$ cat config.mk
export PLATFORM = sky130hd
export DESIGN_NAME = gtp_prep
export DESIGN_NICKNAME = d
export VERILOG_FILES = /design/src/hw/rtl/gtp_pkg.sv /design/src/hw/rtl/gtp_prep.sv
export SDC_FILE = /design/constraint.sdc
export NUM_CORES = 1
export LEC_CHECK = 0
export ABC_AREA = 1
export BUFFER_PORTS_ARGS = -buffer_cell sky130_fd_sc_hd__clkbuf_2
export CORE_MARGIN = 3
export CORE_UTILIZATION = 45
export CTS_BUF_LIST = sky130_fd_sc_hd__clkbuf_4 sky130_fd_sc_hd__clkbuf_8 sky130_fd_sc_hd__clkbuf_16
export DETAILED_ROUTE_END_ITERATION = 6
export GPL_TIMING_DRIVEN = 0
export PLACE_DENSITY = 0.75
export SYNTH_ARGS = -nofsm -noshare
export SYNTH_HDL_FRONTEND = slang
export SYNTH_SLANG_ARGS = --single-unit
$ cat constraint.sdc
create_clock -name clk -period 3.35 [get_ports clk]
set_clock_uncertainty 0.05 [all_clocks]
set_input_delay 0.8375 -clock clk [delete_from_list [all_inputs] [get_ports clk]]
set_output_delay 0.8375 -clock clk [all_outputs]
set_load 0.005 [all_outputs]
$ cat src/hw/rtl/gtp_pkg.sv
// Shared types, constants and the arctangent table for the go-to-point steering core.
package gtp_pkg;

    localparam int CORDIC_STAGES_DEF = 20;
    localparam int CORDIC_STAGES_MAX = 30;
    localparam int XY_W = 35;
    localparam int Z_W = 33;

    localparam logic [29:0] KINV_Q30 = 30'd652032874;
    localparam logic signed [Z_W-1:0] HALF_PI_Q29 = 33'sd843314856;
    localparam logic [31:0] GAIN_P_RESET = 32'd13107200;
    localparam logic [30:0] MAX_LINEAR_RESET = 31'd65536;
    localparam logic [33:0] DIST_LIMIT = 34'd6554;
    localparam logic signed [19:0] ANGLE_LIMIT = 20'sd6554;

    localparam logic REG_GAIN_P = 1'b0;
    localparam logic REG_MAX_LINEAR = 1'b1;

    typedef struct packed {
        logic rev;
        logic zero;
        logic signed [XY_W-1:0] x;
        logic signed [XY_W-1:0] y;
        logic signed [Z_W-1:0] z;
    } gtp_vec_t;

    function automatic logic signed [Z_W-1:0] atan_q29(input int idx);
        logic signed [Z_W-1:0] r;
        case (idx)
            0: r = 33'sd421657428;
            1: r = 33'sd248918915;
            2: r = 33'sd131521918;
            3: r = 33'sd66762579;
            4: r = 33'sd33510843;
            5: r = 33'sd16771758;
            6: r = 33'sd8387925;
            7: r = 33'sd4194219;
            8: r = 33'sd2097141;
            9: r = 33'sd1048575;
            10: r = 33'sd524288;
            11: r = 33'sd262144;
            12: r = 33'sd131072;
            13: r = 33'sd65536;
            14: r = 33'sd32768;
            15: r = 33'sd16384;
            16: r = 33'sd8192;
            17: r = 33'sd4096;
            18: r = 33'sd2048;
            19: r = 33'sd1024;
            20: r = 33'sd512;
            21: r = 33'sd256;
            22: r = 33'sd128;
            23: r = 33'sd64;
            24: r = 33'sd32;
            25: r = 33'sd16;
            26: r = 33'sd8;
            27: r = 33'sd4;
            28: r = 33'sd2;
            29: r = 33'sd1;
            default: r = '0;
        endcase
        return r;
    endfunction

endpackage

$ cat src/hw/rtl/gtp_prep.sv
// Input stage: goal hold, reverse mirror and quadrant pre-rotation.
module gtp_prep
(
    input  logic                   clk,
    input  logic                   rst_n,
    input  logic                   en,
    input  logic                   accept,
    input  logic [63:0]            in_data,
    input  logic [1:0]             in_user,
    output logic                   vec_valid,
    output gtp_pkg::gtp_vec_t      vec
);

    logic [31:0] last_x_reg;
    logic [31:0] last_y_reg;
    logic [31:0] sel_x;
    logic [31:0] sel_y;
    logic signed [gtp_pkg::XY_W-1:0] ext_x;
    logic signed [gtp_pkg::XY_W-1:0] ext_y;
    logic signed [gtp_pkg::XY_W-1:0] mir_x;
    gtp_pkg::gtp_vec_t vec_next;
    gtp_pkg::gtp_vec_t vec_reg;
    logic valid_reg;

    always_comb
    begin
        sel_x = in_user[0] ? in_data[31:0] : last_x_reg;
        sel_y = in_user[0] ? in_data[63:32] : last_y_reg;
        ext_x = gtp_pkg::XY_W'(signed'(sel_x));
        ext_y = gtp_pkg::XY_W'(signed'(sel_y));
        mir_x = in_user[1] ? -ext_x : ext_x;
        vec_next.rev = in_user[1];
        vec_next.zero = (sel_x == 32'd0) && (sel_y == 32'd0);
        if (mir_x < 0)
        begin
            if (ext_y >= 0)
            begin
                vec_next.x = ext_y;
                vec_next.y = -mir_x;
                vec_next.z = gtp_pkg::HALF_PI_Q29;
            end
            else
            begin
                vec_next.x = -ext_y;
                vec_next.y = mir_x;
                vec_next.z = -gtp_pkg::HALF_PI_Q29;
            end
        end
        else
        begin
            vec_next.x = mir_x;
            vec_next.y = ext_y;
            vec_next.z = '0;
        end
    end

    always_ff @(posedge clk or negedge rst_n)
    begin
        if (!rst_n)
        begin
            last_x_reg <= '0;
            last_y_reg <= '0;
            valid_reg <= 1'b0;
        end
        else if (en)
        begin
            valid_reg <= accept;
            if (accept && in_user[0])
            begin
                last_x_reg <= in_data[31:0];
                last_y_reg <= in_data[63:32];
            end
        end
    end

    always_ff @(posedge clk)
    begin
        if (en)
        begin
            vec_reg <= vec_next;
        end
    end

    assign vec = vec_reg;
    assign vec_valid = valid_reg;

`ifndef SYNTHESIS
    a_hold_x: assert property (@(posedge clk) disable iff (!rst_n)
        en && accept && in_user[0] |=> last_x_reg == $past(in_data[31:0]))
        else $error("stored goal x not updated");
    a_hold_y: assert property (@(posedge clk) disable iff (!rst_n)
        en && accept && in_user[0] |=> last_y_reg == $past(in_data[63:32]))
        else $error("stored goal y not updated");
    a_stall: assert property (@(posedge clk) disable iff (!rst_n)
        !en |=> $stable(valid_reg) && $stable(last_x_reg))
        else $error("input stage moved during stall");
`endif

endmodule

==> metrics.md <==
| Metric | Value |
|---|---|
| Status | `finished, final reports clean` |
| Synth Cell Area | `9772 um2` |
| Synth unique cells | `46` |
| Core Area | `21150 um2` |
| Setup CP Type | `in2reg` |
| Fin cells | `1883` |
| Fin. max-slew vios | `0` |
| HPWL after DPL | `24500 um` |
| Fin crit period | `3199 ps` |
| Largest cells by area after synthesis | `edfxtp_1 23%, nand2_1 19%, dfrtp_1 17%, o21ai_0 5.8%, inv_1 5.6%` |
| Vias per std cell | `5.226` |
| First-pass GRT wire length | `49010 um` |
| Max Cap Viol | `0` |
| Diode count | `0` |
| CP Capture Type | `register` |
| YS warnings | `0` |
| Die Y-Extent | `153.4 um` |
| Total track usage | `0.2610` |
| Critical path peak fanout | `10` |
| Remaining Overflow, GRT | `0` |
| DRC | `0` |
| Antenna violations before repair | `0` |
| Post-synthesis sequential area ratio | `0.3969` |
| Die area | `23520 um2` |
| Hold-fix buffers, CTS | `0` |
| H-tree levels | `4` |
| Yosys top cell by area | `edfxtp_1` |
| Fin crit share | `0.9550` |
| # port buffers | `171` |
| WL final | `30850 um` |
| Required time worst endpoint | `3460 ps` |
| Share of cells above drive strength 1 | `0.2226` |
| Clock buffer depth | `2` |
| Crit path DAT | `3310 ps` |
| Fin area | `11730 um2` |
| Vias | `9841` |
| CP Launch Type | `input pin` |
| Max reg flops | `75` |
| Final setup fails | `0` |
| Worst-Margin Slew | `854.8 ps` |
| Drt pass-1 iters | `7` |
| Fraction of registers with async set/reset | `0.4643` |
| Fmax | `312.6 MHz` |
| Ys flop type | `edfxtp_1` |
| Cell leakage power | `0.005922 uW` |
| Final nets | `1668` |
| Pin count of the biggest net entering global routing | `60` |
| Crit path launch | `in_user[0]` |
| Placed Cells | `1850` |
| Synth Register Bits | `140` |
| Hold Vio Cnt, Final | `0` |
| Worst-Skew Late Latency | `430 ps` |
| Syn Area/Cell | `6.990 um2` |
| Post-synth EDFFs | `75` |
| Die Width | `153.4 um` |
| Area after DPL | `11040 um2` |
| Initial core utilization | `0.4619` |
| Root Driver | `clkbuf_16` |
| Number of global-route vias before repair | `9157` |
| PwrDens | `499.1 nW/um2` |
| Worst Hold Class | `in2async` |
| Drt wl/cell | `16.39 um` |
| Rows | `53` |
| I/O Pins | `176` |
| Layout area overhead | `20.04%` |
| Peak supply drop | `0.3562 mV` |
| Sinks on Clock Net | `140` |
| Cells after Synth | `1398` |
| Post-route ant nets | `0` |
| CTS tree | `yes` |
| Post-synth top area share | `0.2305` |
| Worst reg2reg startpoint | `last_x_reg[0]$_DFFE_PN0P_` |
| RSZ-0062 raised after global routing | `false` |
| GPL Wtd Cong | `0.9950` |
| Slew headroom | `0.4241` |
| Drt initial violations | `824` |
| CTS clk-pin slew, worst paths | `60 ps` |
| Num CTS Buffers | `17` |
==> what timing repair did <==
item,in CTS,in global routing
gates resized for setup,0,28
setup buffers,0,1
endpoints found under the setup margin,0,26
==> cell usage in the layout (no fill, tap or decap), types with 4 or more instances in the layout <==
cell	Yosys	final
buf_6	11	11
buf_2	17	17
edfxtp_1	75	75
nor2_1	123	118
xor2_1	27	27
nor2_2	16	18
clkinvlp_4	0	4
dfrtp_1	65	65
nor2_4	4	7
inv_1	146	146
clkbuf_2	0	169
nand4_1	10	10
o21ai_1	33	32
clkbuf_16	0	17
nand2_2	23	32
buf_1	5	5
inv_2	7	7
conb_1	1	5
buf_4	34	35
a21oi_1	39	39
xnor2_1	15	15
nand3_1	77	74
clkbuf_1	21	21
nand3_2	6	9
o21ai_0	114	113
nand2_1	490	481
==> stage by stage <==
step / setup WS [ps] / hold WS, ps / setup TNS, ps / utilization / power [uW]
2_1_floorplan: 177.7 / 403.0 / 0 / - / 3306
3_3_place_gp: -668.5 / 416.3 / -43620 / 0.5194 / 3877
3_5_place_dp: -420.9 / 422.8 / -14520 / 0.5219 / 3927
4_1_cts: 19.83 / 321.0 / 0 / 0.5492 / 5815
5_1_grt: 11.12 / 342.9 / 0 / 0.5545 / 6159
6_report: 150.6 / 309.6 / 0 / 0.5545 / 5854
==> metal layers <==
metal	global-route usage	wire (um)	vias to the layer above
met1	0.3723	14040	4509
met3	0.03709	2144	68
li1	-	-	4812
met4	0.08957	852	0
met5	0	0	-
met2	0.4096	13820	452
==> cells in the mapped netlist (2+ instances only) <==
master,number
dfrtp_1,65
nand4_1,10
o31ai_1,3
nor2_1,123
clkbuf_1,21
o21a_1,2
buf_6,11
o22ai_1,2
xor2_1,27
inv_2,7
o21ai_2,2
nand3_2,6
buf_2,17
xnor2_1,15
nor2_2,16
buf_4,34
nand3b_1,2
a31oi_1,2
a21oi_1,39
nand3_1,77
o21ai_1,33
o21ai_0,114
buf_1,5
a21oi_2,2
ha_1,3
edfxtp_1,75
inv_1,146
mux2_2,2
nand2_4,2
nor3_1,4
nor2_4,4
nand2_1,490
nand4_2,2
nand2_2,23
==> final timing paths <==
kind | endpoint | slack [ps] | cells after the start
worst max register to register | vec[55]$_DFFE_PP_ | 420 | 18
worst min-delay path | last_y_reg[27]$_DFFE_PN0P_ | 310 | 1
worst max-delay path | vec[55]$_DFFE_PP_ | 150 | 20
max in group asynchronous | last_x_reg[5]$_DFFE_PN0P_ | 2370 | 2
min in group clk | last_x_reg[24]$_DFFE_PN0P_ | 430 | 2
worst min register to register | last_x_reg[24]$_DFFE_PN0P_ | 430 | 2
==> critical path, cell delays in order <==
cell and delay [ps]:
buf_6 130, inv_6 80, buf_8 140, nand2_2 50, nand2_2 150, ha_4 190
nand2_2 70, nor2_4 130, nand2_2 110, nor2_4 160, nand2_1 90, nand2_1 60
nand2_1 50, nand2_1 120, buf_4 190, inv_2 70, buf_2 210, buf_2 240
nand3_1 120, nand2_1 100
==> power breakdown <==
group	leakage (uW)	internal (uW)	switching, uW	total [uW]
Clock	0.000271	1100	801	1910
Sequential	0.00151	2120	102	2220
Combinational	0.00415	602	1120	1730
Total	0.00592	3830	2030	5850
==> layout make-up <==
| cell class | instances | area, um2 |
|---|---|---|
| Buffer | 89 | 576.8 |
| Clock buffer | 18 | 432.9 |
| Clock inverter | 14 | 146.4 |
| Fill cell | 2096 | 9424 |
| Inverter | 154 | 583.1 |
| Multi-Input combinational cell | 1019 | 4852 |
| Sequential cell | 140 | 3879 |
| Tap cell | 275 | 344.1 |
| Timing Repair Buffer | 174 | 915.9 |
==> kinds of logic after synthesis <==
| group | Yosys count | share of synthesized area |
|---|---|---|
| adder cells (fa/ha/maj) | 3 | 0.003842 |
| flip-flops | 140 | 0.3969 |
| other | 1 | 0.0003838 |
| XOR/XNOR | 42 | 0.03764 |
| AO/OA/AOI/OAI | 202 | 0.1078 |
| multiplexers | 2 | 0.002305 |
| AND/OR/NAND/NOR | 765 | 0.3324 |
| buffers and inverters | 243 | 0.1187 |
(Power assumes the default switching activity.)
