<file path="config.mk">
export PLATFORM = sky130hd
export DESIGN_NAME = gtp_cordic_stage
export DESIGN_NICKNAME = d
export VERILOG_FILES = /design/src/hw/rtl/gtp_pkg.sv /design/src/hw/rtl/gtp_cordic_stage.sv
export SDC_FILE = /design/constraint.sdc
export NUM_CORES = 1
export LEC_CHECK = 0
export BUFFER_PORTS_ARGS = -buffer_cell sky130_fd_sc_hd__buf_2
export CAP_MARGIN = 30
export CORE_UTILIZATION = 39
export CTS_BUF_LIST = sky130_fd_sc_hd__clkbuf_16
export DETAILED_ROUTE_END_ITERATION = 8
export PLACE_DENSITY = 0.67
export SLEW_MARGIN = 20
export SYNTH_ARGS = -nofsm -noshare
export SYNTH_HDL_FRONTEND = slang
export SYNTH_SLANG_ARGS = --single-unit
</file>
<file path="constraint.sdc">
create_clock -name clk -period 1.6 [get_ports clk]
set_input_delay 0.48 -clock clk [delete_from_list [all_inputs] [get_ports clk]]
set_output_delay 0.48 -clock clk [all_outputs]
set_load 0.05 [all_outputs]
</file>
<file path="src/hw/rtl/gtp_pkg.sv">
// Shared types, constants and the arctangent table for the go-to-point steering core.
package gtp_pkg;

    localparam int CORDIC_STAGES_DEF = 20;
    localparam int CORDIC_STAGES_MAX = 30;
    localparam int XY_W = 35;
    localparam int Z_W = 33;

    localparam logic [29:0] KINV_Q30 = 30'd652032874;
    localparam logic signed [Z_W-1:0] HALF_PI_Q29 = 33'sd843314856;
    localparam logic [31:0] GAIN_P_RESET = 32'd13107200;
    localparam logic [30:0] MAX_LINEAR_RESET = 31'd65536;
    localparam logic [33:0] DIST_LIMIT = 34'd6554;
    localparam logic signed [19:0] ANGLE_LIMIT = 20'sd6554;

    localparam logic REG_GAIN_P = 1'b0;
    localparam logic REG_MAX_LINEAR = 1'b1;

    typedef struct packed {
        logic rev;
        logic zero;
        logic signed [XY_W-1:0] x;
        logic signed [XY_W-1:0] y;
        logic signed [Z_W-1:0] z;
    } gtp_vec_t;

    function automatic logic signed [Z_W-1:0] atan_q29(input int idx);
        logic signed [Z_W-1:0] r;
        case (idx)
            0: r = 33'sd421657428;
            1: r = 33'sd248918915;
            2: r = 33'sd131521918;
            3: r = 33'sd66762579;
            4: r = 33'sd33510843;
            5: r = 33'sd16771758;
            6: r = 33'sd8387925;
            7: r = 33'sd4194219;
            8: r = 33'sd2097141;
            9: r = 33'sd1048575;
            10: r = 33'sd524288;
            11: r = 33'sd262144;
            12: r = 33'sd131072;
            13: r = 33'sd65536;
            14: r = 33'sd32768;
            15: r = 33'sd16384;
            16: r = 33'sd8192;
            17: r = 33'sd4096;
            18: r = 33'sd2048;
            19: r = 33'sd1024;
            20: r = 33'sd512;
            21: r = 33'sd256;
            22: r = 33'sd128;
            23: r = 33'sd64;
            24: r = 33'sd32;
            25: r = 33'sd16;
            26: r = 33'sd8;
            27: r = 33'sd4;
            28: r = 33'sd2;
            29: r = 33'sd1;
            default: r = '0;
        endcase
        return r;
    endfunction

endpackage

</file>
<file path="src/hw/rtl/gtp_cordic_stage.sv">
// One vectoring CORDIC iteration with its pipeline register.
module gtp_cordic_stage
#(
    parameter int IDX = 0
)
(
    input  logic              clk,
    input  logic              rst_n,
    input  logic              en,
    input  logic              in_valid,
    input  gtp_pkg::gtp_vec_t in_vec,
    output logic              out_valid,
    output gtp_pkg::gtp_vec_t out_vec
);

    gtp_pkg::gtp_vec_t vec_next;
    gtp_pkg::gtp_vec_t vec_reg;
    logic valid_reg;
    logic signed [gtp_pkg::XY_W-1:0] dx;
    logic signed [gtp_pkg::XY_W-1:0] dy;

    always_comb
    begin
        dx = in_vec.y >>> IDX;
        dy = in_vec.x >>> IDX;
        vec_next = in_vec;
        if (in_vec.y > 0)
        begin
            vec_next.x = in_vec.x + dx;
            vec_next.y = in_vec.y - dy;
            vec_next.z = in_vec.z + gtp_pkg::atan_q29(IDX);
        end
        else
        begin
            vec_next.x = in_vec.x - dx;
            vec_next.y = in_vec.y + dy;
            vec_next.z = in_vec.z - gtp_pkg::atan_q29(IDX);
        end
    end

    always_ff @(posedge clk or negedge rst_n)
    begin
        if (!rst_n)
        begin
            valid_reg <= 1'b0;
        end
        else if (en)
        begin
            valid_reg <= in_valid;
        end
    end

    always_ff @(posedge clk)
    begin
        if (en)
        begin
            vec_reg <= vec_next;
        end
    end

    assign out_vec = vec_reg;
    assign out_valid = valid_reg;

endmodule

</file>
==> flow_metrics.tcl, run 1 <==
set metrics [dict create \
    run_status "complete, but fails checks" \
    violations "negative setup slack" \
    number_of_primary_i_o_pins 215 \
    worstPathRequired_ns 1.71 \
    tightest_slew_ns 0.532 \
    number_of_flops_mapped_to_enable_cells_by_yosys 104 \
    yosys.area_share.xor_xnor_pct 7.64 \
    die_h_um 168 \
    fmax_mhz 246 \
    clk_latency_ns 0.36 \
    final.fill_count 2036 \
    leftover_overflow_at_the_end_of_global_routing 0 \
    crit_path_cells "buf_8, nor4_4, buf_4, and4_1, nand4_1, nor4_2, buf_4, or2_4, buf_12, ha_4, a21o_1, a221o_1, a21oi_2, buf_4, a2111oi_4, nor2_2, nand4b_1, a31o_2, a311oi_2, xnor2_1" \
    hold_path.class "input port to flip-flop" \
    final_area_mm2 0.0186 \
    port_buffers 214 \
    cp_common_cell "sky130_fd_sc_hd__buf_4" \
    antenna_found_initial 0 \
    groute.usage.overall_pct 29.8 \
    worst_path_max_delay_cell "sky130_fd_sc_hd__a221o_1" \
    timing.final.ws_setup_ns -2.46 \
    grt_pass1_vias 12500 \
    placement_rows 60 \
    period_minus_slack_ns 4.06 \
    worst-endpoint-arrival_ns 4.17 \
    depth_of_the_cts_h_tree 3 \
    grt_pass1_wl_mm 65.9 \
    floorplan_core_area_mm2 0.0270 \
    routed_vias 12600 \
    synth.lib_cells_used.distinct 79 \
    mapped_cells 1243 \
    synth_flop_cell "sky130_fd_sc_hd__edfxtp_1" \
    power.static_leakage_nw 8.55 \
    first_pass_iters 5 \
    ir_drop_mv 0.505 \
    clock_tree.root_cell "sky130_fd_sc_hd__clkbuf_16" \
    final_nets 2179 \
    post_route_cells_drive_above_1_share_pct 52.8 \
    timing.hold.worst.start "in_vec[104]" \
    final_max_slew_viol_count 0 \
    powerDensity_mw_per_mm2 776 \
    setup_repair_after_global_routing_missed_its_margin "true" \
    postSynthRegisterBits 105 \
    cts_tree "yes" \
    worst_setup_path_end_kind "flip-flop" \
    max-cap-violations 0 \
    slowest_stage_delay_on_critical_path_ns 0.40 \
    design_power_total_w 0.0144 \
    synth_seq_area_share_pct 29.2 \
    final-hold-violation-count 0 \
    layout-area-overhead-vs-synth_pct 72.7 \
    finalCritPeriodShare_pct 254 \
    worstHoldEndpoint "out_vec[104]" \
    worst-r2r-cell-count 1 \
    layout.cells.most_common_list "sky130_fd_sc_hd__buf_4 (459), sky130_fd_sc_hd__buf_2 (202), sky130_fd_sc_hd__a21oi_1 (107)" \
    avgViaCountPerCell 5.51 \
    post_synth.cell_area_avg_um2 8.67 \
    crit_type "input port to flip-flop" \
    cts_buffers 9 \
    synth_top_family_by_area "compound AO/OA/AOI/OAI gates" \
    area_after_dpl_mm2 0.0162 \
    finalSetupViolCount 98 \
    reg2reg_setup_slack_ns 0.85 \
    cp-start-kind "input port" \
    synth_compound_gate_area_share_pct 25.4 \
    slew_headroom_pct 64.3 \
    initial_core_util_pct 39.9 \
    finalClockSkew_ns 0 \
    routed_wirelength_mm 44.5 \
    cts.reportedPaths.clkPinSlew_ns 0.08 \
    detailedRoute.firstIterationViolations 974 \
    cts_num_sinks 105 \
    floorplan.die_area_mm2 0.0283 \
    regToRegStartpoint "out_valid" \
    cell_area_after_technology_mapping_mm2 0.0108 \
    synth_fp_nets 1487 \
    dp_wirelength_mm 32.7 \
    mux_contribution_to_synthesized_area_pct 1.70 \
    synth-simple-area-share_pct 13.8 \
    cts_buffer_depth 2 \
    route.antenna.remaining_nets 0 \
    layout_commonest_cell "sky130_fd_sc_hd__buf_4" \
    wire_per_inst_um 19.5 \
    die_x_um 168 \
    synth_fa_ha_area_share_pct 16.0 \
    synth_warnings 0 \
    min_delay_path_depth 1 \
    critical_path.reg2reg.endpoint "out_valid" \
    critical_path_peak_fanout 4 \
    grt_max_degree 53 \
    timing.setup.tns_ns -142.06 \
    globalplace.congestion 0.997 \
    synth_async_sr_flop_share_pct 0.952 \
    remaining_drc_errors 0 \
    antenna_cells_inserted 0 \
    fraction_of_the_core_area_covered_by_cells_at_the_end_of_the_flow_pct 68.8 \
]
[repair_timing]
| action | in CTS | in global routing |
|---|---|---|
| cloned | 3 | 1 |
| setup buffers | 36 | 36 |
| resized for setup | 203 | 129 |
| pin swaps | 85 | 111 |
| endpoints found under the hold margin | 1 | 0 |
| endpoints found under the setup margin | 98 | 98 |
| hold buffers | 1 | 0 |
[critical path: cells and delay by family]
kind	cells	cell delay, ns
buffers and inverters	5	0.71
adders and majority gates	1	0.19
AOI/OAI and AO/OA	6	1.37
xor gates and xnor gates	1	0.10
and+or+nand+nor	7	1.30
[metrics by stage]
stage	std cells	hold WS [ns]	setup slack, ns
2_1_floorplan	1243	0.184	-2.17
3_3_place_gp	2203	0.254	-3.01
3_5_place_dp	2203	0.257	-3.23
4_1_cts	2257	0.287	-2.30
5_1_grt	2281	0.282	-2.58
6_report	2281	0.294	-2.46
[registers in the layout, indices dropped and copies added (netlist names)]
signal	flops
out_vec	104
out_valid	1
[cell type report]
class                   count  area, µm²  area share, %
clock buffers               9        225           1.21
clock inverters             7       55.1          0.296
inverters                 120        504           2.71
multi-input cells         967       8810           47.4
flip-flops and latches    105       3150           16.9
well taps                 341        427           2.29
repair buffers            732       5430           29.2
[how the worst max path moves through the flow]
| stage | startpoint | end | slack (ns) | cells past startpoint |
|---|---|---|---|---|
| 2_1_floorplan | in_vec[35] | out_vec[29] | -2.17 | 18 |
| 3_3_place_gp | in_vec[41] | out_vec[32] | -3.01 | 20 |
| 3_5_place_dp | in_vec[41] | out_vec[32] | -3.23 | 20 |
| 4_1_cts | in_vec[41] | out_vec[32] | -2.30 | 19 |
| 5_1_grt | in_vec[46] | out_vec[29] | -2.58 | 20 |
| 6_report | in_vec[46] | out_vec[29] | -2.46 | 20 |
[cell usage after synthesis, types with 6 or more instances]
master	instances	area [µm²]
sky130_fd_sc_hd__o211ai_1	17	128
sky130_fd_sc_hd__o21a_1	17	128
sky130_fd_sc_hd__a211oi_1	17	128
sky130_fd_sc_hd__or3_1	7	43.8
sky130_fd_sc_hd__nand2_1	64	240
sky130_fd_sc_hd__xnor2_1	76	666
sky130_fd_sc_hd__buf_1	9	33.8
sky130_fd_sc_hd__clkbuf_1	25	93.8
sky130_fd_sc_hd__ha_1	131	1640
sky130_fd_sc_hd__buf_2	14	70.1
sky130_fd_sc_hd__nor2_1	95	357
sky130_fd_sc_hd__mux2i_1	16	160
sky130_fd_sc_hd__a31oi_1	13	81.3
sky130_fd_sc_hd__a21o_1	41	308
sky130_fd_sc_hd__nor4_1	13	81.3
sky130_fd_sc_hd__nor2b_1	21	131
sky130_fd_sc_hd__nor3_1	22	110
sky130_fd_sc_hd__nand4_1	14	87.6
sky130_fd_sc_hd__a21oi_1	151	756
sky130_fd_sc_hd__o21bai_1	25	188
sky130_fd_sc_hd__or2_2	6	37.5
sky130_fd_sc_hd__inv_1	117	439
sky130_fd_sc_hd__o21ai_0	68	340
sky130_fd_sc_hd__o31a_1	6	52.6
sky130_fd_sc_hd__nand3_1	16	80.1
sky130_fd_sc_hd__edfxtp_1	104	3120
sky130_fd_sc_hd__nand2b_1	7	43.8
sky130_fd_sc_hd__o31ai_1	8	60.1
sky130_fd_sc_hd__and3_1	7	43.8
sky130_fd_sc_hd__xor2_1	18	158
[power by group]
group | switching, W | internal, W | leakage (nW)
Combinational | 0.00495 | 0.00344 | 7.38
Clock | 0.00120 | 0.00108 | 0.135
Sequential | 0.000133 | 0.00363 | 1.03
[kinds of logic (layout without fill, tap and decap cells)]
family / after synthesis / in the layout
xor gates and xnor gates: 94 / 94
DFF: 105 / 105
buffers and inverters: 171 / 868
adders and majority gates: 135 / 135
muxes: 18 / 18
and+or+nand+nor: 297 / 297
AOI/OAI and AO/OA: 423 / 423
[metal layers]
metal | share of wire (%) | wire [µm] | up-vias | track usage [%]
li1 | - | - | 5887 | -
met1 | 42 | 18600 | 6003 | 37.7
met2 | 48 | 21300 | 557 | 50.9
met3 | 6.3 | 2800 | 122 | 4.18
met4 | 4.1 | 1850 | 0 | 12.2
met5 | 0 | 0 | - | 0
(Power assumes the default switching activity.)
==> run 2: changes to the inputs <==
- MAX_ROUTING_LAYER: unset -> met4
==> flow_metrics.tcl, run 2 (same netlist as run 1, synthesis figures left out) <==
set metrics [dict create \
    routed_vias 12700 \
    crit_type "input port to flip-flop" \
    cts_buffers 9 \
    timing.final.ws_setup_ns -2.35 \
    grt_max_degree 40 \
    critical_path_peak_fanout 6 \
    worst_setup_path_startpoint "in_vec[43]" \
    worst_setup_path_end_kind "flip-flop" \
    timing.hold.worst.start "in_vec[0]" \
    leftover_overflow_at_the_end_of_global_routing 0 \
    power.static_leakage_nw 8.67 \
    period_minus_slack_ns 3.95 \
    layout_commonest_cell "sky130_fd_sc_hd__buf_4" \
    worstPathRequired_ns 1.72 \
    post_route_cells_drive_above_1_share_pct 52.5 \
    floorplan_core_area_mm2 0.0270 \
    cts_tree "yes" \
    run_status "complete, but fails checks" \
    regToRegStartpoint "out_valid" \
    ir_drop_mv 0.480 \
    hold_path.class "input port to flip-flop" \
    powerDensity_mw_per_mm2 774 \
    cts_num_sinks 105 \
    largest_register_ffs 104 \
    layout-area-overhead-vs-synth_pct 74.3 \
    design_power_total_w 0.0145 \
    whs_ns 0.281 \
    detailedRoute.firstIterationViolations 961 \
    globalplace.congestion 0.982 \
    wire_per_inst_um 19.5 \
    finalCritPeriodShare_pct 247 \
    groute.usage.overall_pct 30.7 \
    depth_of_the_cts_h_tree 3 \
    grt_pass1_vias 12400 \
    slew_headroom_pct 63.8 \
    number_of_primary_i_o_pins 215 \
    worst-endpoint-arrival_ns 4.07 \
    placement_rows 60 \
    cp-start-kind "input port" \
    remaining_drc_errors 0 \
    dp_wirelength_mm 33.1 \
    avgViaCountPerCell 5.51 \
    port_buffers 214 \
    route.antenna.remaining_nets 0 \
    clk_latency_ns 0.37 \
    fmax_mhz 253 \
    final-hold-violation-count 0 \
    reg2reg_setup_slack_ns 0.86 \
    max-cap-violations 0 \
    finalSetupViolCount 98 \
    initial_core_util_pct 39.9 \
    layout.cells.most_common_list "sky130_fd_sc_hd__buf_4 (467), sky130_fd_sc_hd__buf_2 (198), sky130_fd_sc_hd__a21oi_1 (118)" \
    clock_tree.root_cell "sky130_fd_sc_hd__clkbuf_16" \
    die_x_um 168 \
    violations "negative setup slack" \
    cts.reportedPaths.clkPinSlew_ns 0.08 \
    cts_buffer_depth 2 \
    first_pass_iters 6 \
    routed_wirelength_mm 45.0 \
    area_after_dpl_mm2 0.0162 \
    final_max_slew_viol_count 0 \
    finalClockSkew_ns 0 \
    preCtsSetupSlack_ns -3.10 \
    antenna_cells_inserted 0 \
    die_h_um 168 \
    floorplan.die_area_mm2 0.0283 \
    grt_pass1_wl_mm 65.6 \
    final_nets 2205 \
    setup_repair_after_global_routing_missed_its_margin "true" \
    tightest_slew_ns 0.538 \
    final_area_mm2 0.0188 \
    antenna_found_initial 0 \
]
run 2: changes by cell type in the layout (fill, tap and decap cells not counted), moves of 6 or more:
cell	previous run	this run
sky130_fd_sc_hd__buf_4	459	467
sky130_fd_sc_hd__buf_6	53	73
sky130_fd_sc_hd__inv_1	103	95
sky130_fd_sc_hd__mux2i_1	8	14
sky130_fd_sc_hd__a21oi_1	107	118
sky130_fd_sc_hd__a21oi_2	36	26
sky130_fd_sc_hd__inv_2	5	12
run 2: final cells by class:
| cell class | count | area (µm²) |
|---|---|---|
| inverters | 120 | 510 |
| multi-input cells | 967 | 8680 |
| flip-flops and latches | 105 | 3150 |
| clock inverters | 7 | 66.3 |
| repair buffers | 758 | 5720 |
| clock buffers | 9 | 225 |
| fillers | 2024 | 8250 |
| well taps | 341 | 427 |
run 2: worst max-delay path, cell delays in order:
cell and delay (ns):
sky130_fd_sc_hd__buf_4 0.13, sky130_fd_sc_hd__nor4_1 0.46, sky130_fd_sc_hd__and4_1 0.28, sky130_fd_sc_hd__nand4_1 0.14, sky130_fd_sc_hd__nor4_4 0.24, sky130_fd_sc_hd__or2_4 0.23
sky130_fd_sc_hd__inv_6 0.07, sky130_fd_sc_hd__buf_12 0.14, sky130_fd_sc_hd__fa_2 0.37, sky130_fd_sc_hd__nor2b_2 0.13, sky130_fd_sc_hd__o21a_1 0.16, sky130_fd_sc_hd__o21ai_2 0.08
sky130_fd_sc_hd__a21o_1 0.22, sky130_fd_sc_hd__a211oi_2 0.29, sky130_fd_sc_hd__a31oi_2 0.16, sky130_fd_sc_hd__o211ai_1 0.21, sky130_fd_sc_hd__a31oi_1 0.13, sky130_fd_sc_hd__xnor2_1 0.13
run 2: layer usage:
metal / up-vias / wire length, µm / global-route usage [%]
li1: 5936 / - / -
met1: 6075 / 19000 / 38.1
met2: 575 / 21500 / 50.8
met3: 136 / 2600 / 3.62
met4: 0 / 1920 / 12.1
met5: - / 0 / -
run 2: worst paths after layout:
check	to	cells past startpoint
min in group asynchronous	out_valid	2
max in group asynchronous	out_valid	2
hold reg to reg	out_valid	1
hold / removal	out_vec[0]	1
setup reg to reg	out_valid	1
setup / recovery	out_vec[32]	18
run 2: power by group:
part           switching [W]  internal, W  leakage [nW]
Sequential          0.000154      0.00364          1.03
Combinational        0.00493      0.00350          7.49
Clock                0.00121      0.00109         0.146
Total                0.00630      0.00823          8.67
run 2: per-stage QoR:
stage	instances	setup TNS (ns)	util, %
after floorplan	1243	-105.90	-
after global routing	2307	-146.38	69.5
final	2307	-139.05	69.5
after CTS	2269	-136.60	65.7
after detailed placement	2207	-225.36	59.8
after global placement	2207	-214.51	59.8
run 2: repair_timing:
item                                   CTS  global route
endpoints found under the hold margin    1             0
pin swaps                               89           127
hold buffers                             1             0
setup endpoints to repair               98            98
gates cloned                             3             1
setup buffers                           45            48
gates resized for setup                175           163
